$ cat src/rtl/arfp_pkg.sv
// Shared constants, register indexes and the load bundle for the RTP/ALAC frame packer.
// No dependencies; used by arfp_serializer and alac_rtp_frame_packer.
package arfp_pkg;

    localparam int FRAMES_PER_PACKET = 352;

    // Largest payload byte count a packet may announce.
    localparam logic [15:0] MAX_BYTES = 16'(FRAMES_PER_PACKET * 4);

    // Width of the frames-left counter.
    localparam int FL_W = $clog2(FRAMES_PER_PACKET + 1);

    // Most bytes one transaction can produce: 12 RTP + 6 ALAC + flush.
    localparam int RESULTS_MAX = 19;
    localparam int CNT_W       = $clog2(RESULTS_MAX + 1);

    localparam logic [7:0] RTP_BYTE0  = 8'h80;
    localparam logic [7:0] RTP_BYTE1  = 8'h60;
    localparam logic [7:0] ALAC_BYTE0 = 8'h20;
    localparam logic [7:0] ALAC_BYTE1 = 8'h00;
    localparam logic [7:0] ALAC_BYTE2 = 8'h12;

    localparam int CFG_IDX_W  = 2;
    localparam int CFG_DATA_W = 32;

    localparam logic [CFG_IDX_W-1:0] CFG_SEQ_START  = 2'd0;
    localparam logic [CFG_IDX_W-1:0] CFG_TIME_START = 2'd1;
    localparam logic [CFG_IDX_W-1:0] CFG_SSRC       = 2'd2;

    localparam logic MODE_START = 1'b0;
    localparam logic MODE_FRAME = 1'b1;

    // Bytes of one transaction handed to the output shifter, byte 0 first.
    typedef struct packed {
        logic [RESULTS_MAX-1:0][7:0] bytes;
        logic [CNT_W-1:0]            count;
        logic                        flush;
    } t_load;

endpackage

$ cat src/rtl/arfp_serializer.sv
// Output shift register: holds a transaction's bytes, sends one per cycle if ready.
// Depends on arfp_pkg (t_load, RESULTS_MAX, CNT_W).
module arfp_serializer (
    input  logic           i_clk,
    input  logic           i_rst_n,
    input  logic           i_load_en,
    input  arfp_pkg::t_load i_load,
    output logic           o_free,
    output logic           o_out_valid,
    input  logic           i_out_ready,
    output logic [7:0]     o_out_byte,
    output logic           o_last
);
    import arfp_pkg::*;

    logic [RESULTS_MAX-1:0][7:0] r_buf;
    logic [RESULTS_MAX-1:0][7:0] n_buf;
    logic [CNT_W-1:0]            r_cnt;
    logic [CNT_W-1:0]            n_cnt;
    logic                        r_flush;
    logic                        n_flush;
    logic                        take;

    assign o_out_valid = (r_cnt != '0);
    assign take        = o_out_valid && i_out_ready;
    // Free when empty or when the final byte leaves in this cycle.
    assign o_free      = (r_cnt == '0) || (take && (r_cnt == CNT_W'(1)));
    assign o_out_byte  = r_buf[0];
    assign o_last      = r_flush && (r_cnt == CNT_W'(1));

    always_comb begin
        n_buf   = r_buf;
        n_cnt   = r_cnt;
        n_flush = r_flush;
        if (i_load_en && o_free) begin
            n_buf   = i_load.bytes;
            n_cnt   = i_load.count;
            n_flush = i_load.flush;
        end else if (take) begin
            n_buf = {8'h00, r_buf[RESULTS_MAX-1:1]};
            n_cnt = r_cnt - CNT_W'(1);
        end
    end

    always_ff @(posedge i_clk) begin
        r_buf <= n_buf;
        if (!i_rst_n) begin
            r_cnt   <= '0;
            r_flush <= 1'b0;
        end else begin
            r_cnt   <= n_cnt;
            r_flush <= n_flush;
        end
    end

endmodule

$ cat src/rtl/alac_rtp_frame_packer.sv
// Top level of the RTP packetizer for uncompressed stereo ALAC audio.
// Depends on arfp_pkg and arfp_serializer.
//
// A start transaction (mode 0) produces the 12-byte RTP header and 6 bytes of the
// ALAC frame header, plus the closing byte when the clamped count holds no frame;
// each frame transaction (mode 1) produces its four sample bytes, shifted by 7 bits,
// and the closing byte with o_last on the final expected frame. Frames with no
// open packet produce nothing. All bytes of a transaction are formed in the cycle
// it is accepted and loaded into an output shift register that sends one byte per
// cycle while i_out_ready is high; the next input transaction is taken in the cycle
// the last byte leaves. Configuration writes load the sequence and timestamp
// counters or the ssrc and must only be issued while the block is idle.
module alac_rtp_frame_packer (
    input  logic                           i_clk,
    input  logic                           i_rst_n,
    input  logic                           i_in_valid,
    output logic                           o_in_ready,
    input  logic                           i_mode,
    input  logic [15:0]                    i_byte_count,
    input  logic [15:0]                    i_left_word,
    input  logic [15:0]                    i_right_word,
    output logic                           o_out_valid,
    input  logic                           i_out_ready,
    output logic [7:0]                     o_out_byte,
    output logic                           o_last,
    input  logic                           i_cfg_we,
    input  logic [arfp_pkg::CFG_IDX_W-1:0] i_cfg_index,
    input  logic [arfp_pkg::CFG_DATA_W-1:0] i_cfg_data
);
    import arfp_pkg::*;

    logic [15:0]     r_seq;
    logic [15:0]     n_seq;
    logic [31:0]     r_time;
    logic [31:0]     n_time;
    logic [31:0]     r_ssrc;
    logic [31:0]     n_ssrc;
    logic [6:0]      r_pend;
    logic [6:0]      n_pend;
    logic [FL_W-1:0] r_frames;
    logic [FL_W-1:0] n_frames;

    logic            in_accept;
    logic            load_en;
    t_load           load;
    logic            ser_free;

    assign o_in_ready = ser_free;
    assign in_accept  = i_in_valid && o_in_ready;

    always_comb begin
        logic [15:0]     cnt;
        logic [FL_W-1:0] frames;
        cnt      = (i_byte_count > MAX_BYTES) ? MAX_BYTES : i_byte_count;
        frames   = FL_W'(cnt >> 2);
        n_seq    = r_seq;
        n_time   = r_time;
        n_ssrc   = r_ssrc;
        n_pend   = r_pend;
        n_frames = r_frames;
        load_en  = 1'b0;
        load     = '0;

        if (in_accept) begin
            if (i_mode == MODE_START) begin
                load.bytes[0]  = RTP_BYTE0;
                load.bytes[1]  = RTP_BYTE1;
                load.bytes[2]  = r_seq[15:8];
                load.bytes[3]  = r_seq[7:0];
                load.bytes[4]  = r_time[31:24];
                load.bytes[5]  = r_time[23:16];
                load.bytes[6]  = r_time[15:8];
                load.bytes[7]  = r_time[7:0];
                load.bytes[8]  = r_ssrc[31:24];
                load.bytes[9]  = r_ssrc[23:16];
                load.bytes[10] = r_ssrc[15:8];
                load.bytes[11] = r_ssrc[7:0];
                load.bytes[12] = ALAC_BYTE0;
                load.bytes[13] = ALAC_BYTE1;
                load.bytes[14] = ALAC_BYTE2;
                load.bytes[15] = 8'h00;
                load.bytes[16] = {7'b0, cnt[15]};
                load.bytes[17] = cnt[14:7];
                load_en        = 1'b1;
                n_seq          = r_seq + 16'd1;
                n_time         = r_time + 32'(frames);
                n_frames       = frames;
                if (frames == '0) begin
                    // No frames follow: close the packet right away.
                    load.bytes[18] = {cnt[6:0], 1'b0};
                    load.count     = CNT_W'(19);
                    load.flush     = 1'b1;
                    n_pend         = 7'd0;
                end else begin
                    load.count = CNT_W'(18);
                    n_pend     = cnt[6:0];
                end
            end else if (r_frames != '0) begin
                load.bytes[0] = {r_pend, i_left_word[15]};
                load.bytes[1] = {i_left_word[14:8], i_left_word[7]};
                load.bytes[2] = {i_left_word[6:0], i_right_word[15]};
                load.bytes[3] = {i_right_word[14:8], i_right_word[7]};
                load_en       = 1'b1;
                n_frames      = r_frames - FL_W'(1);
                if (r_frames == FL_W'(1)) begin
                    load.bytes[4] = {i_right_word[6:0], 1'b0};
                    load.count    = CNT_W'(5);
                    load.flush    = 1'b1;
                    n_pend        = 7'd0;
                end else begin
                    load.count = CNT_W'(4);
                    n_pend     = i_right_word[6:0];
                end
            end
        end

        if (i_cfg_we) begin
            case (i_cfg_index)
                CFG_SEQ_START:  n_seq  = i_cfg_data[15:0];
                CFG_TIME_START: n_time = i_cfg_data;
                CFG_SSRC:       n_ssrc = i_cfg_data;
                default: ;
            endcase
        end
    end

    always_ff @(posedge i_clk) begin
        if (!i_rst_n) begin
            r_seq    <= '0;
            r_time   <= '0;
            r_ssrc   <= '0;
            r_pend   <= '0;
            r_frames <= '0;
        end else begin
            r_seq    <= n_seq;
            r_time   <= n_time;
            r_ssrc   <= n_ssrc;
            r_pend   <= n_pend;
            r_frames <= n_frames;
        end
    end

    arfp_serializer u_ser (
        .i_clk       (i_clk),
        .i_rst_n     (i_rst_n),
        .i_load_en   (load_en),
        .i_load      (load),
        .o_free      (ser_free),
        .o_out_valid (o_out_valid),
        .i_out_ready (i_out_ready),
        .o_out_byte  (o_out_byte),
        .o_last      (o_last)
    );

    // A start transaction always shows the first RTP byte in the next cycle.
    a_start_header: assert property (@(posedge i_clk) disable iff (!i_rst_n)
        in_accept && (i_mode == MODE_START) |=> o_out_valid && (o_out_byte == RTP_BYTE0))
        else $error("start transaction did not present the RTP header");

    // The closing byte only appears once no frames remain expected.
    a_last_closed: assert property (@(posedge i_clk) disable iff (!i_rst_n)
        o_last |-> (r_frames == '0))
        else $error("last byte while frames still expected");

    // Input backpressure only while output bytes are pending.
    a_stall_reason: assert property (@(posedge i_clk) disable iff (!i_rst_n)
        !o_in_ready |-> o_out_valid)
        else $error("input stalled with an empty output register");

endmodule
$ cat config.mk
export PLATFORM = sky130hd
export DESIGN_NAME = alac_rtp_frame_packer
export DESIGN_NICKNAME = d
export VERILOG_FILES = /design/src/rtl/arfp_pkg.sv /design/src/rtl/arfp_serializer.sv /design/src/rtl/alac_rtp_frame_packer.sv
export SDC_FILE = /design/constraint.sdc
export NUM_CORES = 1
export LEC_CHECK = 0
export BUFFER_PORTS_ARGS = -buffer_cell sky130_fd_sc_hd__buf_2
export CAP_MARGIN = 10
export CORE_MARGIN = 8
export CORE_UTILIZATION = 34
export CTS_CLUSTER_SIZE = 16
export DETAILED_ROUTE_END_ITERATION = 10
export GPL_TIMING_DRIVEN = 0
export PLACE_DENSITY_LB_ADDON = 0.2
export SLEW_MARGIN = 10
export SYNTH_ARGS = -nofsm -noshare
export SYNTH_HDL_FRONTEND = slang
export SYNTH_SLANG_ARGS = --single-unit
$ cat constraint.sdc
create_clock -name i_clk -period 7.3 [get_ports i_clk]
set_input_delay 0.365 -clock i_clk [delete_from_list [all_inputs] [get_ports i_clk]]
set_output_delay 0.365 -clock i_clk [all_outputs]
set_load 0.1 [all_outputs]
; After elaboration in Yosys (flattened, before gate mapping)
; Cells that the tools add are included.
[op_classes]
eq_ne = 5
n_reduce_logical = 14
order_cmp = 1
n_mul = 0
mux = 32
shift = 0
add_sub_neg = 4
bitwise_logic = 0
div = 0
[op_table]
columns = operator, count
row1 = two-way mux 152 bit, 2
row2 = two-way mux 158 bit, 1
row3 = two-way mux 32 bit, 4
row4 = two-way mux 112 bit, 1
row5 = two-way mux 46 bit, 2
row6 = two-way mux 16 bit, 5
row7 = adder 32 x 9 -> 32 bit, 1
row8 = two-way mux 7 bit, 4
row9 = two-way mux 9 bit, 2
row10 = adder 16 x 1 -> 16 bit (second input constant), 1
row11 = greater-than comparator 16 x 11 -> 1 bit (second input constant), 1
row12 = two-way mux 8 bit, 2
row13 = two-way mux 5 bit, 2
row14 = == test 9 x 1 -> 1 bit (second input constant), 1
row15 = zero test 9 bit, 1
row16 = nonzero test 9 bit, 1
row17 = subtractor 9 x 1 -> 9 bit (second input constant), 1
row18 = two-way mux 1 bit, 7
row19 = == test 5 x 1 -> 1 bit (second input constant), 1
row20 = logical AND 1 bit, 5
row21 = zero test 5 bit, 1
row22 = nonzero test 5 bit, 1
row23 = subtractor 5 x 1 -> 5 bit (second input constant), 1
row24 = AND reduction 2 bit, 2
row25 = other kinds (6), 6
[word_totals]
wordCells = 82
output_inout_bits = 11
input_bits = 88
latchBits = 0
memories = 0
regBits = 254
ramBits = 0
rom_bits = 0

; Longest topological paths before layout
; Gate-level depths: netlist (run 1).
[logic_depth]
ltp_word = 8
mapped_depth = 12

; Hierarchy
; Synthesis (run 1) repeated with hierarchy kept, for this count alone.
[unflattened]
hier_cells = 1446
hier_area_um2 = 12587.1
[by_module_without_submodules]
columns = module, cells_per_inst, area_each_um2, n_inst, seq_area_each_um2
row1 = arfp_serializer, 679, 6847.8, 1, 4684.5
row2 = alac_rtp_frame_packer, 767, 5739.3, 1, 1921.8

; Worst setup path before layout (run 1)
; Ideal clock, no wire load.
[synth_timing]
path_type = register to register
startpoint = register r_frames[0]
endpoint = register u_ser.r_buf (netlist bit u_ser.o_out_byte[0]), enable pin
slack_ns = 1.669
arrival_ns = 4.364
period_less_slack_ns = 5.631
path_stages_with_launch = 9
required_ns = 6.033
path_cell_list = dfxtp_1 > inv_1 > ha_1 > or3b_2 > or3_1 > buf_2 > o21ai_4 > buf_6 > nand2_1
[synth_via]
elab_chain_len = 6
[synth_lines]
columns = item, line
row1 = from (decl), alac_rtp_frame_packer.sv:40  ; logic [FL_W-1:0] r_frames;
row2 = from (signal assigned), alac_rtp_frame_packer.sv:139  ; r_frames <= n_frames;
row3 = nonzero test 9 bit, alac_rtp_frame_packer.sv:98  ; end else if (r_frames != '0) begin
row4 = two-way mux 1 bit, alac_rtp_frame_packer.sv:98
row5 = two-way mux 1 bit, alac_rtp_frame_packer.sv:65  ; if (i_mode == MODE_START) begin
row6 = two-way mux 1 bit, alac_rtp_frame_packer.sv:64  ; if (in_accept) begin
row7 = logical AND 1 bit, arfp_serializer.sv:35  ; if (i_load_en && o_free) begin
row8 = nonzero test 2 bit (no line), -
row9 = to (signal assigned), arfp_serializer.sv:46  ; r_buf <= n_buf;
row10 = to (decl), arfp_serializer.sv:16  ; logic [RESULTS_MAX-1:0][7:0] r_buf;
; No other way between the ends.
; A chain may end at the register's enable or synchronous reset.

; Final worst setup path (run 1)
[layout_timing]
startpoint = input i_byte_count[14]
endpoint = register r_time[18]
[layout_via]
elab_chain_len = 7
[layout_lines]
columns = item, line
row1 = from (decl), alac_rtp_frame_packer.sv:19  ; input logic [15:0] i_byte_count,
row2 = greater-than comparator 16 x 11 -> 1 bit *, alac_rtp_frame_packer.sv:54  ; cnt = (i_byte_count > MAX_BYTES) ? MAX_BYTES : i_byte_count;
row3 = two-way mux 16 bit *, alac_rtp_frame_packer.sv:54
row4 = adder 32 x 9 -> 32 bit *, alac_rtp_frame_packer.sv:86  ; n_time = r_time + 32'(frames);
row5 = two-way mux 32 bit *, alac_rtp_frame_packer.sv:65
row6 = two-way mux 32 bit *, alac_rtp_frame_packer.sv:64
row7 = two-way mux 32 bit, alac_rtp_frame_packer.sv:118  ; case (i_cfg_index)
row8 = two-way mux 32 bit *, alac_rtp_frame_packer.sv:117  ; if (i_cfg_we) begin
row9 = to (signal assigned), alac_rtp_frame_packer.sv:136  ; r_time <= n_time;
row10 = to (decl), alac_rtp_frame_packer.sv:34  ; logic [31:0] r_time;
; Every way passes the cells marked *; elsewhere a longest branch is shown, timed or not.

==> summary.md, run 1 <==
| Metric | Value |
|---|---|
| Run status | completed |
| Router iterations before antenna repair | 5 |
| Hold Path Class | primary input to flip-flop |
| Fmax | 247 MHz |
| Slowest cell on crit path | a211oi_1 |
| Setup-failing EPs final | 0 |
| Antenna violations before repair | 1 |
| Clk_lat worst skew | 0.54 ns |
| Dominant synthesized flop cell | edfxtp_1 |
| Clock Path Buffers | 3 |
| First-pass GRT wire length | 53100 um |
| Count of mapped cells out of synthesis | 1072 |
| Net load switching power | 0.00227 W |
| CP Data Arrival Time | 4.51 ns |
| Hold Path End | r_ssrc[24] |
| Synth area leader | edfxtp_1 |
| Seq pwr share | 0.417 |
| Post-layout util | 0.404 |
| Root buf cell | clkbuf_16 |
| Antenna Cells | 0 |
| Fin crit share | 0.555 |
| Syn_area_per_cell | 10.6 um^2 |
| GR Util All Layers | 0.176 |
| GP Congestion | 0.873 |
| Largest net degree at the start of global routing | 57 |
| Hold WS | 0.0729 ns |
| Fill cells | 3284 |
| CTS Hold Bufs | 0 |
| Measured slew at the worst slew-check pin | 1.03 ns |
| Most common cell on crit path | a211oi_1 |
| CP max stage delay | 0.62 ns |
| Final ANT Viol Nets | 0 |
| H-Tree Level Count | 1 |
| Lkg Pwr | 4.79 nW |
| DP HPWL | 26500 um |
| Die ar. | 39500 um^2 |
| Setup CP Type | primary input to flip-flop |
| Hold_sp | i_cfg_data[24] |
| Post-Synthesis Cell Area | 11400 um^2 |
| WL/cell | 21.3 um |
| Final hold viol count | 0 |
| Post-layout minimum cycle time | 4.05 ns |
| Clock Pin Slew Worst Setup and Hold Paths | 0.06 ns |
| Synth cell types | 56 |
| Net count, final | 1310 |
| Clock sinks | 253 |
| Post-CTS setup buffer count | 0 |
| Worst Setup Start Kind | primary input |
| Max_slew headroom | 0.311 |
| WL final | 35700 um |
| Synth-to-Final Area Change | 18.0% |
| EDFF count, synth | 151 |
| Async set or reset register ratio after synthesis | 0 |
| Die height | 199 um |
| Yosys reg bits | 253 |
| Internal power | 0.00396 W |
| Vias in the first global route | 8769 |
| DRT iter0 DRCs | 732 |
| Top-count cell post-synth | edfxtp_1 |
| Sequential fraction of the synthesis area | 0.579 |
| Gr ovfl total | 0 |
| Post-cts gate resize count | 0 |
| Commonest cells post-synth | edfxtp_1, nand2_1, a21oi_1, dfxtp_1, a22o_1 |
| WHS Path Cells | 3 |
| Peak supply drop | 294 uV |
| RSZ-0062 raised after global routing | false |
| Clock Skew | 0.0156 ns |
| Path depth of the worst reg2reg path | 9 |
| Final number of max-transition violations | 0 |
| Cell Pwr Density | 464 nW/um^2 |
| Area contributors post-synth | edfxtp_1, dfxtp_1, a22o_1, a21oi_1, nand2_1 |
| Cell Chain, Critical Path | buf_2 -> or4_1 -> a211oi_1 -> and2_1 -> nand2b_1 -> ha_1 -> and3_1 -> a221oi_1 -> a32o_1 -> clkbuf_1 -> nor2_1 -> xnor2_1 -> a211oi_1 |
| I/O Buffers | 98 |
| Gate power share | 0.356 |
| Starting Density | 0.342 |
| Die W | 199 um |
| Via count | 8902 |
| Max_cap viols | 0 |
| Syn. warnings | 0 |
| Share of the synthesized area in the top cell type | 0.399 |
| Switching share of power | 0.365 |
| I/O pin total | 99 |
| CTS tree | yes |
| TritonCTS Buffers | 29 |
| R2r setup slk | 3.76 ns |
| Reg2reg start | r_frames[0] |
| Core Rows | 67 |
| Worst r2r dst | u_ser.r_buf[83] |
| Critical Path RT | 7.76 ns |
| CORE AREA | 33200 um^2 |
| Vias/cell | 5.31 |
| Ratio of cells with drive above 1 in the final layout | 0.142 |
| DRC | 0 |
| Worst setup EP type | flip-flop |
| Clk pwr share | 0.227 |
| Crit Path Max Fanout | 10 |
==> through the flow <==
step	instances	total power, W	worst slack [ns]	TNS, ns	instance area [um^2]
2_1_floorplan	1076	0.00419	1.67	0	11400
3_3_place_gp	1622	0.00477	-0.565	-84.19	12400
3_5_place_dp	1624	0.00483	2.77	0	12500
4_1_cts	1678	0.00626	3.32	0	13400
5_1_grt	1678	0.00654	2.94	0	13400
6_report	1678	0.00623	3.25	0	13400
==> placed cells by master (no fill, tap or decap), types with 6 or more instances in the layout <==
cell type,n
nand2_1,119
o22ai_1,35
clkbuf_1,62
or3_1,7
o21ai_0,60
xor2_1,11
inv_1,15
xnor2_1,30
ha_1,14
a221oi_1,14
dfxtp_1,102
edfxtp_1,151
buf_4,8
nor2_1,58
nand3_1,27
a21oi_1,102
a22o_1,67
nor3_1,17
and2_1,49
and3_1,19
a311oi_1,6
clkbuf_16,29
or4_1,6
a211oi_1,20
buf_2,110
a31oi_1,7
==> cell families (layout without fill, tap and decap cells) <==
logic type	count (synthesis)	in the layout	share of synthesized area
other	1	5	0.000330
multiplexers	1	1	0.000881
buffers and inverters	97	251	0.0377
adder cells (fa/ha/maj)	15	15	0.0172
flip-flops	253	253	0.579
XOR/XNOR	41	41	0.0316
AND/OR/NAND/NOR	329	329	0.140
AO/OA/AOI/OAI	335	335	0.193
==> registers in the layout (all words and copies together) (netlist names) <==
| signal | flops |
|---|---|
| u_ser.r_flush | 1 |
| r_seq | 16 |
| r_ssrc | 32 |
| u_ser.r_buf | 143 |
| r_time | 32 |
| r_frames | 9 |
| u_ser.o_out_byte | 8 |
| u_ser.r_cnt | 5 |
| r_pend | 7 |
==> critical path: cells and delay by family <==
family / cells / cell delay [ns]
buffers and inverters: 2 / 0.52
AND/OR/NAND/NOR: 5 / 1.30
adder cells (fa/ha/maj): 1 / 0.40
AO/OA/AOI/OAI: 4 / 1.77
XOR/XNOR: 1 / 0.15
==> area by class of cell <==
| class | instances | area (um^2) | share of cell area |
|---|---|---|---|
| Inverter | 15 | 56.3 | 0.00420 |
| Multi-Input combinational cell | 726 | 4380 | 0.327 |
| Timing Repair Buffer | 100 | 546 | 0.0407 |
| Buffer | 82 | 372 | 0.0277 |
| Clock buffer | 41 | 791 | 0.0590 |
| Clock inverter | 13 | 128 | 0.00952 |
| Sequential cell | 253 | 6580 | 0.490 |
| Tap cell | 448 | 561 | 0.0418 |
==> how the worst max path moves through the flow <==
stage / cells after the start / startpoint / to
after floorplan: 8 / r_frames[0] / u_ser.o_out_byte[0]
after global placement: 8 / r_frames[0] / u_ser.r_buf[120]
after detailed placement: 13 / i_byte_count[14] / r_time[18]
after CTS: 13 / i_byte_count[14] / r_time[18]
after global routing: 13 / i_byte_count[14] / r_time[18]
final: 13 / i_byte_count[14] / r_time[18]
==> power groups by stage <==
stage,Clock [W],Combinational [W],Sequential (W)
after floorplan,0,0.00157,0.00262
after global placement,0,0.00207,0.00270
after detailed placement,0,0.00221,0.00262
after CTS,0.00144,0.00222,0.00260
after global routing,0.00150,0.00240,0.00264
final,0.00141,0.00222,0.00260
==> metal layers <==
layer / up-vias / share of wire / GRT usage
met5: - / 0.00025 / 0
met4: 2 / 0.033 / 0.0618
met3: 67 / 0.063 / 0.0343
met2: 272 / 0.47 / 0.288
met1: 4326 / 0.43 / 0.231
li1: 4235 / - / -
Note: power is estimated with default switching activity, not from simulation.
==> run 2: changes to the inputs <==
==> constraint.sdc (replaced) <==
create_clock -name i_clk -period 3.69 [get_ports i_clk]
set_input_delay 0.1845 -clock i_clk [delete_from_list [all_inputs] [get_ports i_clk]]
set_output_delay 0.1845 -clock i_clk [all_outputs]
set_load 0.1 [all_outputs]
==> run 2 against run 1 <==
Against the previous run:
- flip-flop and latch count unchanged
- register-to-register slack worse by 3.6 ns
- cell count is 3.2% higher
- highest routed layer is now met4
==> summary.md, run 2 (synthesis gave the netlist of run 1 again) <==
| Metric | Value |
|---|---|
| Clock Pin Slew Worst Setup and Hold Paths | 0.06 ns |
| Max_slew headroom | 0.326 |
| Setup TNS | 0 ns |
| Final ANT Viol Nets | 0 |
| Crit path launch | i_byte_count[3] |
| Crit Path Max Fanout | 7 |
| H-Tree Level Count | 1 |
| Hold Path Class | primary input to flip-flop |
| R2r setup slk | 0.20 ns |
| Router iterations before antenna repair | 5 |
| CORE AREA | 33200 um^2 |
| Core Rows | 67 |
| Run status | completed |
| Cell Chain, Critical Path | buf_2 -> or4_1 -> o41ai_4 -> and2_1 -> nand2b_1 -> ha_1 -> and3_1 -> a221oi_1 -> nand2_1 -> a21oi_1 -> xor2_1 -> o41ai_1 -> dlygate4sd3_1 |
| Critical Path RT | 4.17 ns |
| Vias/cell | 5.35 |
| GR Util All Layers | 0.181 |
| Cell Pwr Density | 879 nW/um^2 |
| Ratio of cells with drive above 1 in the final layout | 0.136 |
| Setup-failing EPs final | 0 |
| I/O pin total | 99 |
| Hold_sp | i_byte_count[4] |
| Hold Path End | r_pend[4] |
| Most frequent cells in the layout | edfxtp_1, nand2_1, buf_2, a21oi_1, dfxtp_1 |
| Die ar. | 39500 um^2 |
| Net count, final | 1364 |
| First-pass GRT wire length | 54900 um |
| DP HPWL | 26400 um |
| WL final | 36400 um |
| Fin crit share | 0.990 |
| Final number of max-transition violations | 0 |
| DRC | 0 |
| Slowest cell on crit path | dlygate4sd3_1 |
| Worst setup EP type | flip-flop |
| Path depth of the worst reg2reg path | 9 |
| Clk_lat worst skew | 0.55 ns |
| CP max stage delay | 0.61 ns |
| I/O Buffers | 98 |
| Synth-to-Final Area Change | 22.5% |
| Post-layout minimum cycle time | 3.65 ns |
| GP Congestion | 0.862 |
| CP Data Arrival Time | 4.14 ns |
| Gr ovfl total | 0 |
| Worst r2r dst | u_ser.r_buf[81] |
| Antenna violations before repair | 0 |
| Max_cap viols | 0 |
| Clock Skew | 0.0186 ns |
| Clock Path Buffers | 3 |
| Setup CP Type | primary input to flip-flop |
| WL/cell | 21.1 um |
| Regs by FF count | u_ser.r_buf x143, r_ssrc x32, r_time x32 |
| Lkg Pwr | 5.01 nW |
| Root buf cell | clkbuf_16 |
| Starting Density | 0.342 |
| TritonCTS Buffers | 28 |
| Reg with most FFs | u_ser.r_buf |
| Die W | 199 um |
| Post-layout util | 0.419 |
| Antenna Cells | 0 |
| Max FFs per register | 143 |
| Via count | 9256 |
| WHS Path Cells | 3 |
| Final hold viol count | 0 |
| Clock sinks | 253 |
| Fmax | 274 MHz |
| Peak supply drop | 779 uV |
| Worst Setup Start Kind | primary input |
| Measured slew at the worst slew-check pin | 1.00 ns |
| DRT iter0 DRCs | 828 |
| Vias in the first global route | 9289 |
| Largest net degree at the start of global routing | 89 |
| Die height | 199 um |
| Commonest non-fill, non-tap cell in the layout | edfxtp_1 |
| CTS tree | yes |
| Reg2reg start | r_frames[0] |
-- run 2: power breakdown --
group | internal [W] | switching [W] | leakage, nW | total [W]
Sequential | 0.00470 | 0.000439 | 2.31 | 0.00514
Clock | 0.00155 | 0.00112 | 0.428 | 0.00267
Combinational | 0.00151 | 0.00291 | 2.27 | 0.00442
Total | 0.00776 | 0.00448 | 5.01 | 0.0122
-- run 2: cell type report --
type                            instances  area (um^2)
Multi-Input combinational cell        726         4410
Tap cell                              448          561
Timing Repair Buffer                  155         1080
Buffer                                 82          373
Sequential cell                       253         6580
Fill cell                            3243        19300
Clock buffer                           41          791
Inverter                               15         56.3
Clock inverter                         11         80.1
-- run 2: worst max-delay path by stage --
stage | cells past startpoint | slack (ns) | end
floorplan | 12 | 0.36 | r_time[18]
global route | 13 | -0.04 | r_time[8]
global placement | 13 | -0.67 | r_time[18]
finish | 13 | 0.04 | r_time[8]
CTS | 13 | 0.03 | r_time[18]
detailed placement | 13 | -0.67 | r_time[18]
-- run 2: timing repair --
item                                    CTS  global route
endpoints found under the setup margin   10            11
endpoints found under the hold margin    63             0
hold buffers                             56             0
setup buffers                             0             0
resized for setup                         1             3
gates cloned                              0             0
-- run 2: per-layer routing --
metal / vias to the layer above / GRT usage / wire, um
li1: 4351 / - / -
met1: 4528 / 0.235 / 15800
met2: 306 / 0.304 / 17400
met3: 71 / 0.0284 / 2130
met4: 0 / 0.0590 / 1150
met5: - / 0 / 0
-- run 2: critical path, delay by kind of cell --
family / cells / cell delay (ns)
xor gates and xnor gates: 1 / 0.11
buffers and inverters: 2 / 0.74
AOI/OAI and AO/OA: 4 / 1.36
and+or+nand+nor: 5 / 1.34
adders and majority gates: 1 / 0.40
-- run 2: per-stage QoR --
step / area [um^2] / setup slack (ns) / instances / hold slack, ns / total power, W
finish: 13900 / 0.0374 / 1731 / 0.0238 / 0.0122
global route: 13900 / -0.0421 / 1731 / 0.0183 / 0.0129
CTS: 13900 / 0.0297 / 1731 / 0.000161 / 0.0123
detailed placement: 12500 / -0.669 / 1623 / 0.447 / 0.00950
global placement: 12400 / -0.672 / 1622 / 0.441 / 0.00948
floorplan: 11400 / 0.356 / 1076 / 0.318 / 0.00816
